$ cat src/hdl/mrs_pkg.sv
`timescale 1ns / 1ps
// ----------------------------------------------------------------------------
// mrs_pkg
// shared types and constants of the modbus rtu slave engine
// ----------------------------------------------------------------------------
package mrs_pkg;

	localparam logic [1:0] OP_RX    = 2'd0;
	localparam logic [1:0] OP_TICK  = 2'd1;
	localparam logic [1:0] OP_SETIN = 2'd2;
	localparam logic [1:0] OP_RDHLD = 2'd3;

	localparam logic [1:0] CFG_ENABLE = 2'd0;
	localparam logic [1:0] CFG_ADDR   = 2'd1;
	localparam logic [1:0] CFG_CTO    = 2'd2;
	localparam logic [1:0] CFG_FDLY   = 2'd3;

	localparam logic [7:0] FN_READ_HOLD  = 8'd3;
	localparam logic [7:0] FN_READ_INPUT = 8'd4;
	localparam logic [7:0] FN_WRITE_HOLD = 8'd16;
	localparam logic [7:0] EXC_FUNCTION  = 8'd1;
	localparam logic [7:0] EXC_ADDRESS   = 8'd2;
	localparam logic [7:0] EXC_VALUE     = 8'd3;
	localparam logic [7:0] EXC_FLAG      = 8'h80;
	localparam logic [15:0] MAX_READ_QTY  = 16'd125;
	localparam logic [15:0] MAX_WRITE_QTY = 16'd123;
	localparam logic [15:0] CRC_POLY      = 16'hA001;
	localparam logic [15:0] CRC_INIT      = 16'hFFFF;

	typedef enum logic [4:0] {
		ST_IDLE,
		ST_RX,
		ST_TICK,
		ST_CRC_RD,
		ST_CRC_BYTE,
		ST_CRC_BIT,
		ST_HDR_RD,
		ST_HDR_LAT,
		ST_CHK_RD,
		ST_CHK_LAT,
		ST_DECODE,
		ST_WR_RD,
		ST_WR_LAT,
		ST_WR_RD2,
		ST_WR_LAT2,
		ST_TX_SEL,
		ST_TX_OUT,
		ST_RDBACK
	} state_t;

	typedef enum logic [2:0] {
		TXS_ADDR,
		TXS_FN,
		TXS_B2,
		TXS_DATA,
		TXS_CRCL,
		TXS_CRCH
	} tx_sel_t;

	// controller to datapath
	typedef struct packed {
		logic       frame_clear;  // count, overflow, silence to zero
		logic       store_byte;
		logic       tick;
		logic       gap_set;
		logic       gap_clr;
		logic       act_set;
		logic       act_clr;
		logic       crc_init;
		logic       crc_byte;     // xor byte into crc
		logic       crc_bit;      // one shift step
		logic       rd_req;       // memory read at rd_addr
		logic [8:0] rd_addr;
		logic [2:0] hdr_slot;     // latch read byte into header slot
		logic       hdr_lat;
		logic       wlat_hi;
		logic       wlat_lo;
		logic       hold_wr;
		logic [4:0] hold_idx;
		logic       setin;
		logic       out_load;
		logic       out_kind;
		logic [7:0] out_byte;
		logic       out_last;
	} dp_cmd_t;

	// datapath to controller
	typedef struct packed {
		logic        enable;
		logic        active;
		logic        gap;
		logic        overflow;
		logic [8:0]  count;
		logic        cto_hit;
		logic        fdly_hit;
		logic [15:0] crc;
		logic [7:0]  rd_byte;
		logic [7:0]  slave_addr;
		logic [7:0]  fn;
		logic [15:0] start;
		logic [15:0] qty;
		logic [15:0] crc_rx;
		logic [15:0] table_word;
		logic [15:0] wr_word;
		logic        out_full;
	} dp_sts_t;

endpackage

$ cat src/hdl/mrs_stream_if.sv
`timescale 1ns / 1ps
// ----------------------------------------------------------------------------
// mrs_in_if / mrs_out_if
// valid/ready channels for items and results
// ----------------------------------------------------------------------------
interface mrs_in_if;
	logic        valid;
	logic        ready;
	logic [1:0]  operation;
	logic [7:0]  rx_byte;
	logic [4:0]  reg_index;
	logic [15:0] reg_value;
	modport source(output valid, operation, rx_byte, reg_index, reg_value, input ready);
	modport sink(input valid, operation, rx_byte, reg_index, reg_value, output ready);
endinterface

interface mrs_out_if;
	logic        valid;
	logic        ready;
	logic        result_kind;
	logic [7:0]  tx_byte;
	logic [15:0] holding_value;
	logic        last;
	modport source(output valid, result_kind, tx_byte, holding_value, last, input ready);
	modport sink(input valid, result_kind, tx_byte, holding_value, last, output ready);
endinterface

$ cat src/hdl/mrs_ram.sv
`timescale 1ns / 1ps
// ----------------------------------------------------------------------------
// mrs_ram
// generic single-port write, single read ram with registered read
// ----------------------------------------------------------------------------
module mrs_ram #(
	parameter int WIDTH = 8,
	parameter int DEPTH = 256
) (
	input  logic                     clk,
	input  logic                     we,
	input  logic [$clog2(DEPTH)-1:0] waddr,
	input  logic [WIDTH-1:0]         wdata,
	input  logic [$clog2(DEPTH)-1:0] raddr,
	output logic [WIDTH-1:0]         rdata
);
	logic [WIDTH-1:0] mem [DEPTH];

	always_ff @(posedge clk) begin
		if (we) mem[waddr] <= wdata;
		rdata <= mem[raddr];
	end
endmodule

$ cat src/hdl/mrs_datapath.sv
`timescale 1ns / 1ps
// ----------------------------------------------------------------------------
// mrs_datapath
// frame store, timers, crc unit, register tables and result register
// ----------------------------------------------------------------------------
module mrs_datapath #(
	parameter int FRAME_BYTES = 256,
	parameter int NUM_HOLDING = 2,
	parameter int NUM_INPUT   = 3
) (
	input  logic                clk,
	input  logic                arst_n,
	input  logic                cfg_we,
	input  logic [1:0]          cfg_index,
	input  logic [15:0]         cfg_data,
	input  logic [7:0]          in_byte,
	input  logic [4:0]          in_idx,
	input  logic [15:0]         in_val,
	input  logic                in_fn_hold,   // table select for reads
	input  mrs_pkg::dp_cmd_t    cmd,
	output mrs_pkg::dp_sts_t    sts,
	mrs_out_if.source           res
);
	localparam int AW = $clog2(FRAME_BYTES);

	logic        enable_q;
	logic [7:0]  addr_q;
	logic [15:0] cto_q, fdly_q;
	logic [8:0]  count_q;
	logic        ovf_q, gap_q, act_q;
	logic [15:0] sil_q, crc_q;
	logic [7:0]  rd_q;
	logic        rd_ok_q;
	logic [7:0]  hdr_q [8];
	logic [7:0]  whi_q, wlo_q;
	logic [15:0] hold_q [NUM_HOLDING];
	logic [15:0] inp_q [NUM_INPUT];
	logic [7:0]  ram_rd;
	logic [15:0] sil_nx;
	logic [4:0]  tidx;
	logic [15:0] tword;

	always_ff @(posedge clk or negedge arst_n) begin
		if (!arst_n) begin
			enable_q <= 1'b0;
			addr_q   <= 8'd1;
			cto_q    <= 16'd750;
			fdly_q   <= 16'd1750;
		end else if (cfg_we) begin
			unique case (cfg_index)
				mrs_pkg::CFG_ENABLE: enable_q <= cfg_data[0];
				mrs_pkg::CFG_ADDR:   addr_q   <= cfg_data[7:0];
				mrs_pkg::CFG_CTO:    cto_q    <= cfg_data;
				mrs_pkg::CFG_FDLY:   fdly_q   <= cfg_data;
				default: ;
			endcase
		end
	end

	assign sil_nx = (sil_q == 16'hFFFF) ? sil_q : sil_q + 16'd1;

	always_ff @(posedge clk or negedge arst_n) begin
		if (!arst_n) begin
			count_q <= '0;
			ovf_q   <= 1'b0;
			sil_q   <= '0;
			gap_q   <= 1'b0;
			act_q   <= 1'b0;
		end else begin
			if (cmd.tick) sil_q <= sil_nx;
			if (cmd.store_byte) begin
				sil_q <= '0;
				if (count_q < 9'(FRAME_BYTES)) count_q <= count_q + 9'd1;
				else ovf_q <= 1'b1;
			end
			if (cmd.frame_clear) begin
				count_q <= '0;
				ovf_q   <= 1'b0;
				sil_q   <= '0;
			end
			if (cmd.gap_set) gap_q <= 1'b1;
			if (cmd.gap_clr) gap_q <= 1'b0;
			if (cmd.act_set) act_q <= 1'b1;
			if (cmd.act_clr) act_q <= 1'b0;
		end
	end

	mrs_ram #(.WIDTH(8), .DEPTH(FRAME_BYTES)) u_store (
		.clk  (clk),
		.we   (cmd.store_byte && count_q < 9'(FRAME_BYTES)),
		.waddr(count_q[AW-1:0]),
		.wdata(in_byte),
		.raddr(cmd.rd_addr[AW-1:0]),
		.rdata(ram_rd)
	);

	// bytes past the received length read as zero
	always_ff @(posedge clk) begin
		if (cmd.rd_req) rd_ok_q <= (cmd.rd_addr < count_q) && (cmd.rd_addr < 9'(FRAME_BYTES));
	end
	assign rd_q = rd_ok_q ? ram_rd : 8'd0;

	always_ff @(posedge clk) begin
		if (cmd.crc_init) crc_q <= mrs_pkg::CRC_INIT;
		else if (cmd.crc_byte) crc_q <= crc_q ^ {8'd0, cmd.out_byte};
		else if (cmd.crc_bit)
			crc_q <= crc_q[0] ? ((crc_q >> 1) ^ mrs_pkg::CRC_POLY) : (crc_q >> 1);
		if (cmd.hdr_lat) hdr_q[cmd.hdr_slot] <= rd_q;
		if (cmd.wlat_hi) whi_q <= rd_q;
		if (cmd.wlat_lo) wlo_q <= rd_q;
	end

	always_ff @(posedge clk or negedge arst_n) begin
		if (!arst_n) begin
			for (int i = 0; i < NUM_HOLDING; i++) hold_q[i] <= '0;
			for (int i = 0; i < NUM_INPUT; i++) inp_q[i] <= '0;
		end else begin
			for (int i = 0; i < NUM_HOLDING; i++)
				if (cmd.hold_wr && cmd.hold_idx == 5'(i)) hold_q[i] <= {whi_q, wlo_q};
			for (int i = 0; i < NUM_INPUT; i++)
				if (cmd.setin && in_idx == 5'(i)) inp_q[i] <= in_val;
		end
	end

	assign tidx = cmd.hold_idx;
	always_comb begin
		tword = '0;
		if (in_fn_hold) begin
			for (int i = 0; i < NUM_HOLDING; i++) if (tidx == 5'(i)) tword = hold_q[i];
		end else begin
			for (int i = 0; i < NUM_INPUT; i++) if (tidx == 5'(i)) tword = inp_q[i];
		end
	end

	always_ff @(posedge clk or negedge arst_n) begin
		if (!arst_n) res.valid <= 1'b0;
		else if (cmd.out_load) res.valid <= 1'b1;
		else if (res.ready) res.valid <= 1'b0;
	end
	always_ff @(posedge clk) begin
		if (cmd.out_load) begin
			res.result_kind   <= cmd.out_kind;
			res.tx_byte       <= cmd.out_kind ? 8'd0 : cmd.out_byte;
			res.holding_value <= cmd.out_kind ? tword : 16'd0;
			res.last          <= cmd.out_last;
		end
	end

	assign sts.table_word = tword;
	assign sts.enable     = enable_q;
	assign sts.active     = act_q;
	assign sts.gap        = gap_q;
	assign sts.overflow   = ovf_q;
	assign sts.count      = count_q;
	assign sts.cto_hit    = sil_nx >= cto_q;
	assign sts.fdly_hit   = sil_nx >= fdly_q;
	assign sts.crc        = crc_q;
	assign sts.rd_byte    = rd_q;
	assign sts.slave_addr = addr_q;
	assign sts.fn         = hdr_q[1];
	assign sts.start      = {hdr_q[2], hdr_q[3]};
	assign sts.qty        = {hdr_q[4], hdr_q[5]};
	assign sts.crc_rx     = {hdr_q[7], hdr_q[6]};
	assign sts.wr_word    = {whi_q, wlo_q};
	assign sts.out_full   = res.valid && !res.ready;
endmodule

$ cat src/hdl/mrs_ctrl.sv
`timescale 1ns / 1ps
// ----------------------------------------------------------------------------
// mrs_ctrl
// sequencer for item handling, frame check and response generation
// ----------------------------------------------------------------------------
module mrs_ctrl #(
	parameter int NUM_HOLDING = 2,
	parameter int NUM_INPUT   = 3
) (
	input  logic             clk,
	input  logic             arst_n,
	input  logic             in_valid,
	output logic             in_ready,
	input  logic [1:0]       in_op,
	output logic             fn_hold,
	input  mrs_pkg::dp_sts_t sts,
	output mrs_pkg::dp_cmd_t cmd
);
	mrs_pkg::state_t  st_q, st_d;
	mrs_pkg::tx_sel_t sel_q, sel_d;
	logic [8:0]  ptr_q, ptr_d;     // store address or byte counter
	logic [8:0]  len_q, len_d;     // bytes before crc
	logic [3:0]  bit_q, bit_d;
	logic [7:0]  b2_q, b2_d;       // third tx byte
	logic [7:0]  fno_q, fno_d;     // tx function byte
	logic [6:0]  wi_q, wi_d;       // word index
	logic [6:0]  nw_q, nw_d;       // word count
	logic        dat_q, dat_d;     // data mode: 0 table words, 1 echo bytes
	logic        lo_q, lo_d;
	logic [7:0]  cur_q, cur_d;
	logic [15:0] crcs_q, crcs_d;
	logic        ishold_q, ishold_d;
	logic [16:0] end_w;
	logic [15:0] lim;
	logic [7:0]  dbyte;

	assign fn_hold = ishold_q;
	assign end_w   = {1'b0, sts.start} + {1'b0, sts.qty} - 17'd1;

	always_ff @(posedge clk or negedge arst_n) begin
		if (!arst_n) begin
			st_q <= mrs_pkg::ST_IDLE;
		end else begin
			st_q <= st_d;
		end
	end
	always_ff @(posedge clk) begin
		sel_q <= sel_d; ptr_q <= ptr_d; len_q <= len_d; bit_q <= bit_d;
		b2_q <= b2_d; fno_q <= fno_d; wi_q <= wi_d; nw_q <= nw_d; dat_q <= dat_d;
		lo_q <= lo_d; cur_q <= cur_d; crcs_q <= crcs_d; ishold_q <= ishold_d;
	end

	always_comb begin
		dbyte = 8'd0;
		if (dat_q) begin
			unique case (wi_q[1:0])
				2'd0: dbyte = sts.start[15:8];
				2'd1: dbyte = sts.start[7:0];
				2'd2: dbyte = sts.qty[15:8];
				default: dbyte = sts.qty[7:0];
			endcase
		end else begin
			dbyte = lo_q ? sts.table_word[7:0] : sts.table_word[15:8];
		end
	end

	always_comb begin
		st_d = st_q; sel_d = sel_q; ptr_d = ptr_q; len_d = len_q; bit_d = bit_q;
		b2_d = b2_q; fno_d = fno_q; wi_d = wi_q; nw_d = nw_q; dat_d = dat_q;
		lo_d = lo_q; cur_d = cur_q; crcs_d = crcs_q; ishold_d = ishold_q;
		cmd = '0;
		in_ready = 1'b0;
		lim = mrs_pkg::MAX_READ_QTY;
		cmd.hold_idx = 5'(wi_q) + sts.start[4:0];
		unique case (st_q)
			mrs_pkg::ST_IDLE: begin
				in_ready = !sts.out_full;
				if (in_valid && !sts.out_full) begin
					unique case (in_op)
						mrs_pkg::OP_RX: begin
							if (sts.enable) begin
								if (!sts.active) begin
									cmd.act_set = 1'b1; cmd.gap_clr = 1'b1;
									cmd.frame_clear = 1'b1; st_d = mrs_pkg::ST_RX;
								end else if (sts.gap) cmd.frame_clear = 1'b1;
								else st_d = mrs_pkg::ST_RX;
							end
						end
						mrs_pkg::OP_TICK: if (sts.active) st_d = mrs_pkg::ST_TICK;
						mrs_pkg::OP_SETIN: cmd.setin = 1'b1;
						default: begin
							ishold_d = 1'b1; st_d = mrs_pkg::ST_RDBACK;
						end
					endcase
				end
			end
			mrs_pkg::ST_RX: begin
				cmd.store_byte = 1'b1; st_d = mrs_pkg::ST_IDLE;
			end
			mrs_pkg::ST_TICK: begin
				cmd.tick = 1'b1;
				st_d = mrs_pkg::ST_IDLE;
				if (!sts.gap) begin
					if (sts.cto_hit) cmd.gap_set = 1'b1;
				end else if (sts.fdly_hit) begin
					if (sts.overflow || sts.count <= 9'd2) begin
						cmd.frame_clear = 1'b1; cmd.gap_clr = 1'b1; cmd.act_clr = 1'b1;
					end else begin
						cmd.crc_init = 1'b1; ptr_d = '0;
						len_d = sts.count - 9'd2; st_d = mrs_pkg::ST_CRC_RD;
					end
					cur_d = 8'd0;
				end
			end
			mrs_pkg::ST_CRC_RD: begin
				if (ptr_q == len_q) begin
					crcs_d = sts.crc; ptr_d = '0; st_d = mrs_pkg::ST_HDR_RD;
				end else begin
					cmd.rd_req = 1'b1; cmd.rd_addr = ptr_q; st_d = mrs_pkg::ST_CRC_BYTE;
				end
			end
			mrs_pkg::ST_CRC_BYTE: begin
				cmd.crc_byte = 1'b1; cmd.out_byte = sts.rd_byte; bit_d = '0;
				st_d = mrs_pkg::ST_CRC_BIT;
			end
			mrs_pkg::ST_CRC_BIT: begin
				cmd.crc_bit = 1'b1; bit_d = bit_q + 4'd1;
				if (bit_q == 4'd7) begin
					ptr_d = ptr_q + 9'd1;
					st_d = cur_q[0] ? mrs_pkg::ST_TX_SEL : mrs_pkg::ST_CRC_RD;
				end
			end
			mrs_pkg::ST_HDR_RD: begin
				cmd.rd_req = 1'b1;
				cmd.rd_addr = (ptr_q == 9'd6) ? len_q : (ptr_q == 9'd7) ? len_q + 9'd1 : ptr_q;
				st_d = mrs_pkg::ST_HDR_LAT;
			end
			mrs_pkg::ST_HDR_LAT: begin
				cmd.hdr_lat = 1'b1; cmd.hdr_slot = ptr_q[2:0];
				ptr_d = ptr_q + 9'd1;
				st_d = (ptr_q == 9'd7) ? mrs_pkg::ST_CHK_RD : mrs_pkg::ST_HDR_RD;
			end
			mrs_pkg::ST_CHK_RD: begin
				cmd.rd_req = 1'b1; cmd.rd_addr = '0; st_d = mrs_pkg::ST_CHK_LAT;
			end
			mrs_pkg::ST_CHK_LAT: begin
				if (crcs_q != sts.crc_rx || sts.rd_byte != sts.slave_addr) begin
					cmd.frame_clear = 1'b1; cmd.gap_clr = 1'b1; cmd.act_clr = 1'b1;
					st_d = mrs_pkg::ST_IDLE;
				end else st_d = mrs_pkg::ST_DECODE;
			end
			mrs_pkg::ST_DECODE: begin
				fno_d = sts.fn; wi_d = '0; lo_d = 1'b0; dat_d = 1'b0; nw_d = '0;
				ishold_d = (sts.fn != mrs_pkg::FN_READ_INPUT);
				st_d = mrs_pkg::ST_TX_SEL; sel_d = mrs_pkg::TXS_ADDR;
				cmd.crc_init = 1'b1;
				if (sts.fn == mrs_pkg::FN_READ_HOLD || sts.fn == mrs_pkg::FN_READ_INPUT ||
				    sts.fn == mrs_pkg::FN_WRITE_HOLD) begin
					if (sts.fn == mrs_pkg::FN_WRITE_HOLD) lim = mrs_pkg::MAX_WRITE_QTY;
					if (sts.qty == 16'd0 || sts.qty > lim) begin
						fno_d = sts.fn | mrs_pkg::EXC_FLAG; b2_d = mrs_pkg::EXC_VALUE;
					end else if (end_w >= 17'((sts.fn == mrs_pkg::FN_READ_INPUT) ?
					                          NUM_INPUT : NUM_HOLDING)) begin
						fno_d = sts.fn | mrs_pkg::EXC_FLAG; b2_d = mrs_pkg::EXC_ADDRESS;
					end else if (sts.fn == mrs_pkg::FN_WRITE_HOLD) begin
						nw_d = sts.qty[6:0]; ptr_d = 9'd7; st_d = mrs_pkg::ST_WR_RD;
						cmd.crc_init = 1'b0;
					end else begin
						b2_d = {sts.qty[6:0], 1'b0}; nw_d = sts.qty[6:0];
					end
				end else begin
					fno_d = sts.fn | mrs_pkg::EXC_FLAG; b2_d = mrs_pkg::EXC_FUNCTION;
				end
			end
			mrs_pkg::ST_WR_RD: begin
				cmd.rd_req = 1'b1; cmd.rd_addr = ptr_q; st_d = mrs_pkg::ST_WR_LAT;
			end
			mrs_pkg::ST_WR_LAT: begin
				cmd.wlat_hi = 1'b1; st_d = mrs_pkg::ST_WR_RD2;
			end
			mrs_pkg::ST_WR_RD2: begin
				cmd.rd_req = 1'b1; cmd.rd_addr = ptr_q + 9'd1; st_d = mrs_pkg::ST_WR_LAT2;
			end
			mrs_pkg::ST_WR_LAT2: begin
				cmd.wlat_lo = 1'b1; st_d = mrs_pkg::ST_WR_LAT2;
				if (lo_q) begin
					cmd.hold_wr = 1'b1; lo_d = 1'b0; wi_d = wi_q + 7'd1;
					ptr_d = ptr_q + 9'd2; cmd.wlat_lo = 1'b0;
					if (wi_q + 7'd1 == nw_q) begin
						st_d = mrs_pkg::ST_TX_SEL; sel_d = mrs_pkg::TXS_ADDR;
						wi_d = '0; dat_d = 1'b1; nw_d = 7'd2; cmd.crc_init = 1'b1;
						b2_d = sts.start[15:8];
					end else st_d = mrs_pkg::ST_WR_RD;
				end else lo_d = 1'b1;
			end
			mrs_pkg::ST_TX_SEL: begin
				// pick next byte, then send it and, unless it is a crc byte, run it through the crc
				unique case (sel_q)
					mrs_pkg::TXS_ADDR: cur_d = sts.slave_addr;
					mrs_pkg::TXS_FN:   cur_d = fno_q;
					mrs_pkg::TXS_B2:   cur_d = b2_q;
					mrs_pkg::TXS_DATA: cur_d = dbyte;
					mrs_pkg::TXS_CRCL: cur_d = crcs_q[7:0];
					default:           cur_d = crcs_q[15:8];
				endcase
				bit_d = 4'd0;
				st_d = mrs_pkg::ST_TX_OUT;
			end
			mrs_pkg::ST_TX_OUT: begin
				if (!sts.out_full) begin
					cmd.out_load = 1'b1; cmd.out_byte = cur_q;
					cmd.out_last = (sel_q == mrs_pkg::TXS_CRCH);
					st_d = mrs_pkg::ST_IDLE;
					if (sel_q != mrs_pkg::TXS_CRCL && sel_q != mrs_pkg::TXS_CRCH) begin
						cmd.crc_byte = 1'b1;
						st_d = mrs_pkg::ST_CRC_BIT; bit_d = '0;
						cur_d = 8'd1; // return to tx after crc bits
						unique case (sel_q)
							mrs_pkg::TXS_ADDR: sel_d = mrs_pkg::TXS_FN;
							mrs_pkg::TXS_FN: sel_d = (fno_q == mrs_pkg::FN_WRITE_HOLD) ?
								mrs_pkg::TXS_DATA : mrs_pkg::TXS_B2;
							mrs_pkg::TXS_B2: sel_d = (nw_q == '0) ? mrs_pkg::TXS_CRCL :
								mrs_pkg::TXS_DATA;
							default: begin
								sel_d = mrs_pkg::TXS_DATA;
								if (dat_q) begin
									wi_d = wi_q + 7'd1;
									if (wi_q == 7'd3) sel_d = mrs_pkg::TXS_CRCL;
								end else begin
									lo_d = !lo_q;
									if (lo_q) begin
										wi_d = wi_q + 7'd1;
										if (wi_q + 7'd1 == nw_q) sel_d = mrs_pkg::TXS_CRCL;
									end
								end
							end
						endcase
					end else if (sel_q == mrs_pkg::TXS_CRCL) begin
						sel_d = mrs_pkg::TXS_CRCH; st_d = mrs_pkg::ST_TX_SEL;
					end else begin
						// response done, frame ends
						cmd.frame_clear = 1'b1; cmd.gap_clr = 1'b1; cmd.act_clr = 1'b1;
					end
				end
			end
			mrs_pkg::ST_RDBACK: begin
				// readback uses holding table at the item's index
				if (!sts.out_full) begin
					cmd.out_load = 1'b1; cmd.out_kind = 1'b1; cmd.out_last = 1'b1;
					st_d = mrs_pkg::ST_IDLE;
				end
			end
			default: st_d = mrs_pkg::ST_IDLE;
		endcase
		// after crc bits of a tx byte, latch crc for trailer and continue
		if (st_q == mrs_pkg::ST_CRC_BIT && bit_q == 4'd7 && cur_q[0]) begin
			crcs_d = sts.crc[0] ? ((sts.crc >> 1) ^ mrs_pkg::CRC_POLY) : (sts.crc >> 1);
		end
	end

	assert property (@(posedge clk) disable iff (!arst_n)
		cmd.out_load |-> !sts.out_full)
		else $error("result load while full");
	assert property (@(posedge clk) disable iff (!arst_n)
		(st_q != mrs_pkg::ST_IDLE) |-> !in_ready)
		else $error("ready outside idle");
	assert property (@(posedge clk) disable iff (!arst_n)
		cmd.hold_wr |-> $past(st_q) == mrs_pkg::ST_WR_LAT2)
		else $error("holding write outside write sequence");
endmodule

$ cat src/hdl/modbus_rtu_slave_engine.sv
`timescale 1ns / 1ps
// ----------------------------------------------------------------------------
// modbus_rtu_slave_engine
// modbus rtu slave: frame gapping, crc check, functions 03/04/16
// ----------------------------------------------------------------------------
// readback: result register loads in the cycle after the transfer
// frame end: crc over the bytes ahead of the crc field, header reads and checks, then
//   the response bytes, each run through the crc but the crc bytes, plus stalls
// one item at a time; no transfer is taken while the result register is full
// reset: async active low clears control state, tables and config to defaults
module modbus_rtu_slave_engine #(
	parameter int FRAME_BYTES = 256,
	parameter int NUM_HOLDING = 2,
	parameter int NUM_INPUT   = 3
) (
	input logic        clk,
	input logic        arst_n,
	input logic        cfg_we,
	input logic [1:0]  cfg_index,
	input logic [15:0] cfg_data,
	mrs_in_if.sink     item,
	mrs_out_if.source  result
);
	mrs_pkg::dp_cmd_t cmd, cmd_c;
	mrs_pkg::dp_sts_t sts;
	logic             fn_hold;
	logic [4:0]       idx_q;
	logic [7:0]       byte_q;

	mrs_ctrl #(.NUM_HOLDING(NUM_HOLDING), .NUM_INPUT(NUM_INPUT)) u_ctrl (
		.clk(clk), .arst_n(arst_n), .in_valid(item.valid), .in_ready(item.ready),
		.in_op(item.operation), .fn_hold(fn_hold), .sts(sts), .cmd(cmd_c)
	);

	always_ff @(posedge clk) begin
		if (item.valid && item.ready) begin
			idx_q  <= item.reg_index;
			byte_q <= item.rx_byte;
		end
	end

	// readback: drive table index from the latched item index
	always_comb begin
		cmd = cmd_c;
		if (cmd_c.out_kind) cmd.hold_idx = idx_q;
	end

	mrs_datapath #(.FRAME_BYTES(FRAME_BYTES), .NUM_HOLDING(NUM_HOLDING),
		.NUM_INPUT(NUM_INPUT)) u_dp (
		.clk(clk), .arst_n(arst_n), .cfg_we(cfg_we), .cfg_index(cfg_index),
		.cfg_data(cfg_data), .in_byte(byte_q), .in_idx(item.reg_index),
		.in_val(item.reg_value), .in_fn_hold(fn_hold), .cmd(cmd), .sts(sts), .res(result)
	);
endmodule
$ cat src/flat_wrapper.sv
// flat-port wrapper written by rule: the top's interface ports become plain ports
module modbus_rtu_slave_engine_flat 
#(
	parameter int FRAME_BYTES = 256,
	parameter int NUM_HOLDING = 2,
	parameter int NUM_INPUT   = 3
)
  (clk, arst_n, cfg_we, cfg_index, cfg_data, item_valid, item_operation, item_rx_byte, item_reg_index, item_reg_value, item_ready, result_valid, result_result_kind, result_tx_byte, result_holding_value, result_last, result_ready);
  mrs_in_if item_i ();
  mrs_out_if result_i ();
  input logic clk;
  input logic arst_n;
  input logic cfg_we;
  input logic [1:0] cfg_index;
  input logic [15:0] cfg_data;
  input wire logic [$bits(item_i.valid)-1:0] item_valid;
  input wire logic [$bits(item_i.operation)-1:0] item_operation;
  input wire logic [$bits(item_i.rx_byte)-1:0] item_rx_byte;
  input wire logic [$bits(item_i.reg_index)-1:0] item_reg_index;
  input wire logic [$bits(item_i.reg_value)-1:0] item_reg_value;
  output wire logic [$bits(item_i.ready)-1:0] item_ready;
  output wire logic [$bits(result_i.valid)-1:0] result_valid;
  output wire logic [$bits(result_i.result_kind)-1:0] result_result_kind;
  output wire logic [$bits(result_i.tx_byte)-1:0] result_tx_byte;
  output wire logic [$bits(result_i.holding_value)-1:0] result_holding_value;
  output wire logic [$bits(result_i.last)-1:0] result_last;
  input wire logic [$bits(result_i.ready)-1:0] result_ready;
  assign item_i.valid = item_valid;
  assign item_i.operation = item_operation;
  assign item_i.rx_byte = item_rx_byte;
  assign item_i.reg_index = item_reg_index;
  assign item_i.reg_value = item_reg_value;
  assign item_ready = item_i.ready;
  assign result_valid = result_i.valid;
  assign result_result_kind = result_i.result_kind;
  assign result_tx_byte = result_i.tx_byte;
  assign result_holding_value = result_i.holding_value;
  assign result_last = result_i.last;
  assign result_i.ready = result_ready;
  modbus_rtu_slave_engine #(.FRAME_BYTES(FRAME_BYTES), .NUM_HOLDING(NUM_HOLDING), .NUM_INPUT(NUM_INPUT)) u_core (.clk(clk), .arst_n(arst_n), .cfg_we(cfg_we), .cfg_index(cfg_index), .cfg_data(cfg_data), .item(item_i), .result(result_i));
endmodule
$ cat config.mk
export PLATFORM = sky130hd
export DESIGN_NAME = modbus_rtu_slave_engine_flat
export DESIGN_NICKNAME = d
export VERILOG_FILES = /design/src/hdl/mrs_pkg.sv /design/src/hdl/mrs_stream_if.sv /design/src/hdl/mrs_ram.sv /design/src/hdl/mrs_datapath.sv /design/src/hdl/mrs_ctrl.sv /design/src/hdl/modbus_rtu_slave_engine.sv /design/src/flat_wrapper.sv
export SDC_FILE = /design/constraint.sdc
export NUM_CORES = 2
export LEC_CHECK = 0
export BUFFER_PORTS_ARGS = -buffer_cell sky130_fd_sc_hd__buf_2
export CORE_AREA = 2 2 451 453
export CTS_BUF_LIST = sky130_fd_sc_hd__clkbuf_2
export CTS_CLUSTER_DIAMETER = 200
export DETAILED_ROUTE_END_ITERATION = 8
export DIE_AREA = 0 0 453 455
export PLACE_DENSITY_LB_ADDON = 0.2
export SETUP_SLACK_MARGIN = 0.15
export SYNTH_ARGS = -nofsm -noshare
export SYNTH_HDL_FRONTEND = slang
export SYNTH_SLANG_ARGS = --single-unit
$ cat constraint.sdc
create_clock -name clk -period 6.09 [get_ports clk]
set_input_delay 0.3045 -clock clk [delete_from_list [all_inputs] [get_ports clk]]
set_output_delay 0.3045 -clock clk [all_outputs]
set_load 0.01 [all_outputs]
==> flow_summary_export.csv <==
group,metric,value,unit
finish,final_area,112000,um^2
pwr,power_density,330,nW/um^2
yosys,yosys_warnings,0,
finish,num-nets-final,7179,
sta,worstMarginPinSlew,1.46,ns
sta,fmax,185,MHz
floorplan,fp-row-count,165,
place,preCtsSetupSlack,0.702,ns
finish,mostFrequentLayoutCells,"edfxtp_1 (2,242), clkbuf_2 (918), nand2_1 (680)",
sta,clock_skew,0.154,ns
global_routing,grt_max_degree,207,
critical_path,crit_top_cell,"nand4_1",
yosys,async_flop_share,6.40,%
critical_path,slowest_delay,0.64,ns
detailed_routing,drt-initial-drc-count,7300,
yosys,synth_cells,6166,
pwr,totalPowerFinal,37.0,mW
floorplan,chipHeight,455,um
finish,area_growth,11.9,%
place,port_buffers,81,
sta,hold_viol,0,
global_routing,overflow,0,
detailed_routing,drc_errors,0,
pwr,power_switching,11.2,mW
job,maxCapViolCount,0,
yosys,ys_seq_area_share,71.5,%
clocking,htreeDepth,6,
clocking,path_clk_slew,0.12,ns
detailed_routing,vias_per_cell,6.00,
worst_hold_path,min_path_type,"in -> reg",
clocking,clk_path_buf_depth,4,
floorplan,ios,82,
floorplan,core_area,201000,um^2
critical_path,timing.rr.start,"u_core.u_ctrl.ptr_q[0]",
place,gp_congestion,0.899,
clocking,cts_setup_buffers,0,
critical_path,critPathRequiredTime,7.79,ns
finish,layout.cells.most_common,"edfxtp_1",
sta,finalSetupViolCount,0,
status,status,"completed",
yosys,syn_area,100000,um^2
yosys,syn_nets,6317,
global_routing,grt_antenna_before_repair,11,
floorplan,start_util,49.8,%
critical_path,cp_max_fo,25,
floorplan,dieWidth,453,um
worst_hold_path,min_to,"u_core.byte_q[1]",
yosys,avgSynthCellArea,16.3,um^2
yosys,yosys_most_used_dff,"edfxtp_1",
pwr,p_int,25.9,mW
critical_path,r2r_cells,14,
clocking,cts_tree,"built",
sta,final.setup.tns,0,ns
sta,maxSlewViolCount,0,
clocking,cts-resized-gates,0,
sta,fin_ws,0.699,ns
worst_hold_path,hp-start,"item_rx_byte[1]",
worst_hold_path,holdPathStages,4,
global_routing,grt_pass1_vias,60500,
place,placed_cell_area,105000,um^2
detailed_routing,antenna_left,0,
critical_path,cp_top_family,"compound AO/OA/AOI/OAI gates",
critical_path,r2r_slack,0.70,ns
yosys,synth.distinct_cells,96,
critical_path,slowest_stage,"edfxtp_1",
yosys,ys_ff_latch,2421,
finish,final_util,55.7,%
pwr,seqPwrFrac,54.8,%
critical_path,worstPathCellList,"inv_1, ha_1, nor2b_1, nand4_1, a31oi_1, a21o_4, buf_12, mux4_2, and2_1, a2111oi_0, or4_1, nand4_1, a2bb2oi_1, o22ai_1",
critical_path,path_buf_inv,2,
critical_path,crit_path_start_kind,"flip-flop",
detailed_routing,wl_per_cell,27.6,um
pwr,clockPowerShare,28.8,%
clocking,clock_sinks,2421,
detailed_routing,wl,279000,um
sta,finalCritPeriodShare,88.5,%
detailed_routing,vias,60700,
sta,relSlewSlack,2.75,%
floorplan,dieArea,206000,um^2
clocking,cts_root_buffer,"clkbuf_2",
detailed_routing,detail_route.first_pass.iterations,6,
yosys,synth_edf_count,2242,
critical_path,r2r_end,"u_core.u_dp.u_store.rdata[6]",
pwr,swShare,30.1,%
sta,rsz0062_at_grt,"no",
pwr,leakage,38.7,nW
finish,drive_gt1_share,26.1,%
global_routing,track_usage,26.8,%
pwr,p_comb_share,16.4,%
pwr,vdd.ir_drop.worst,0.383,mV
critical_path,end_kind,"flip-flop",
clocking,clock_latency,1.97,ns
clocking,cts_buffers,622,
critical_path,path_class,"reg -> reg",
sta,fin_crit,5.39,ns
place,dpl.hpwl,170000,um
global_routing,grt_pass1_wl,403000,um
critical_path,arrival,7.09,ns
[worst register-to-register path: stages, from the launching register on]
cell and delay [ns]:
edfxtp_1 0.64, inv_1 0.23, ha_1 0.44, nor2b_1 0.29, nand4_1 0.13, a31oi_1 0.40, a21o_4 0.54, buf_12 0.31
mux4_2 0.52, and2_1 0.17, a2111oi_0 0.64, or4_1 0.26, nand4_1 0.10, a2bb2oi_1 0.44, o22ai_1 0.16
[synth_stat cells (11+ instances only)]
library cell / number / share of area [%]
edfxtp_1: 2242 / 67
nand2_1: 680 / 2.5
nor2_1: 476 / 1.8
mux4_2: 393 / 8.8
nand3_1: 261 / 1.3
clkbuf_1: 180 / 0.67
a21oi_1: 149 / 0.74
mux2_2: 142 / 1.6
dfrtp_1: 140 / 3.5
inv_1: 135 / 0.51
o21ai_0: 100 / 0.50
ha_1: 95 / 1.2
mux2i_1: 83 / 0.83
nor3_1: 63 / 0.31
a31oi_1: 57 / 0.36
and3_1: 52 / 0.32
buf_4: 52 / 0.39
xnor2_1: 52 / 0.45
a21o_1: 48 / 0.36
buf_2: 47 / 0.23
xor2_1: 45 / 0.39
buf_6: 43 / 0.48
a22oi_1: 42 / 0.31
nand4_1: 42 / 0.26
a221oi_1: 40 / 0.35
nor4_1: 29 / 0.18
a311oi_1: 28 / 0.24
o22ai_1: 27 / 0.17
a222oi_1: 24 / 0.24
dfxtp_1: 24 / 0.48
a22o_1: 19 / 0.17
a32oi_1: 19 / 0.17
o21ai_1: 19 / 0.095
nand2b_1: 17 / 0.11
buf_1: 16 / 0.060
nor2b_1: 16 / 0.10
and2_1: 15 / 0.094
dfstp_2: 15 / 0.39
a211oi_1: 14 / 0.10
o211ai_1: 14 / 0.10
o21a_1: 12 / 0.090
o221ai_1: 12 / 0.10
o31ai_1: 12 / 0.090
or3_1: 12 / 0.075
or2_2: 11 / 0.069
[repair_timing]
item,4_1_cts,5_1_grt
endpoints found under the setup margin,0,0
endpoints found under the hold margin,388,0
hold buffers,213,0
[state kept, by name, indices dropped and copies added (netlist names), 9 cells and up]
| register | flops |
|---|---|
| u_core.u_dp.cto_q | 16 |
| u_core.u_dp.inp_q | 48 |
| u_core.u_ctrl.crcs_q | 16 |
| u_core.u_dp.hold_q | 32 |
| u_core.u_dp.res.holding_value | 16 |
| u_core.u_ctrl.ptr_q | 9 |
| u_core.u_dp.hdr_q | 56 |
| u_core.u_dp.sil_q | 16 |
| u_core.u_dp.fdly_q | 16 |
| u_core.u_dp.crc_q | 16 |
| u_core.u_dp.u_store.mem | 2048 |
| u_core.u_dp.count_q | 9 |
| u_core.u_ctrl.len_q | 9 |
[how the worst max path moves through the flow]
stage	startpoint	to	slack, ns	depth (start not counted)
after detailed placement	u_core.u_ctrl.ptr_q[0]	u_core.u_dp.u_store.rdata[5]	0.70	13
after floorplan	u_core.u_dp.hdr_q[3][1]	u_core.u_ctrl.ptr_q[1]	1.62	16
after global routing	u_core.u_dp.sil_q[4]	u_core.u_dp.sil_q[15]	0.22	17
final	u_core.u_ctrl.ptr_q[0]	u_core.u_dp.u_store.rdata[6]	0.70	14
after global placement	u_core.u_ctrl.ptr_q[0]	u_core.u_dp.u_store.rdata[5]	0.79	13
after CTS	u_core.u_ctrl.ptr_q[0]	u_core.u_dp.u_store.rdata[5]	0.70	13
[kinds of logic after synthesis]
family	after synthesis	share of synthesized area, %
AND/OR/NAND/NOR	1713	7.50
flip-flops	2421	71.5
buffers and inverters	487	2.53
adder cells (fa/ha/maj)	97	1.23
multiplexers	618	11.3
XOR/XNOR	97	0.848
AO/OA/AOI/OAI	733	5.11
[routing by layer]
layer  up-vias  wire length, um  part of all wire (%)  GRT usage (%)
li1      26100                -                     -              -
met1     30900           110000                    39           35.7
met2      3159           132000                    47           42.4
met3       562            26200                   9.4           6.37
met4         8            10700                   3.8           11.4
met5         -               51                 0.018              0
[power groups by stage]
stage	clock (mW)	sequential, mW	combinational [mW]
2_1_floorplan	0	21.3	2.78
3_5_place_dp	0	20.6	5.86
5_1_grt	11.7	20.3	6.39
6_report	10.7	20.3	6.06
3_3_place_gp	0	20.6	5.73
4_1_cts	10.9	20.2	6.03
[per-stage QoR]
step | hold slack [ns] | instances
after CTS | 0.00289 | 10100
after global routing | 0.106 | 10100
final | 0.221 | 10100
after detailed placement | 0.406 | 8863
after global placement | 0.403 | 8863
after floorplan | 0.00891 | 6166
[final cells by class]
cell class | count | area [um^2]
multi-input combinational | 3258 | 26200
timing repair buffer | 586 | 5150
sequential | 2421 | 71700
antenna | 4 | 10.0
clock buffer | 918 | 4590
inverter | 139 | 543
fill | 16200 | 89200
clock inverter | 117 | 602
tap | 2672 | 3340
(Power assumes the default switching activity.)
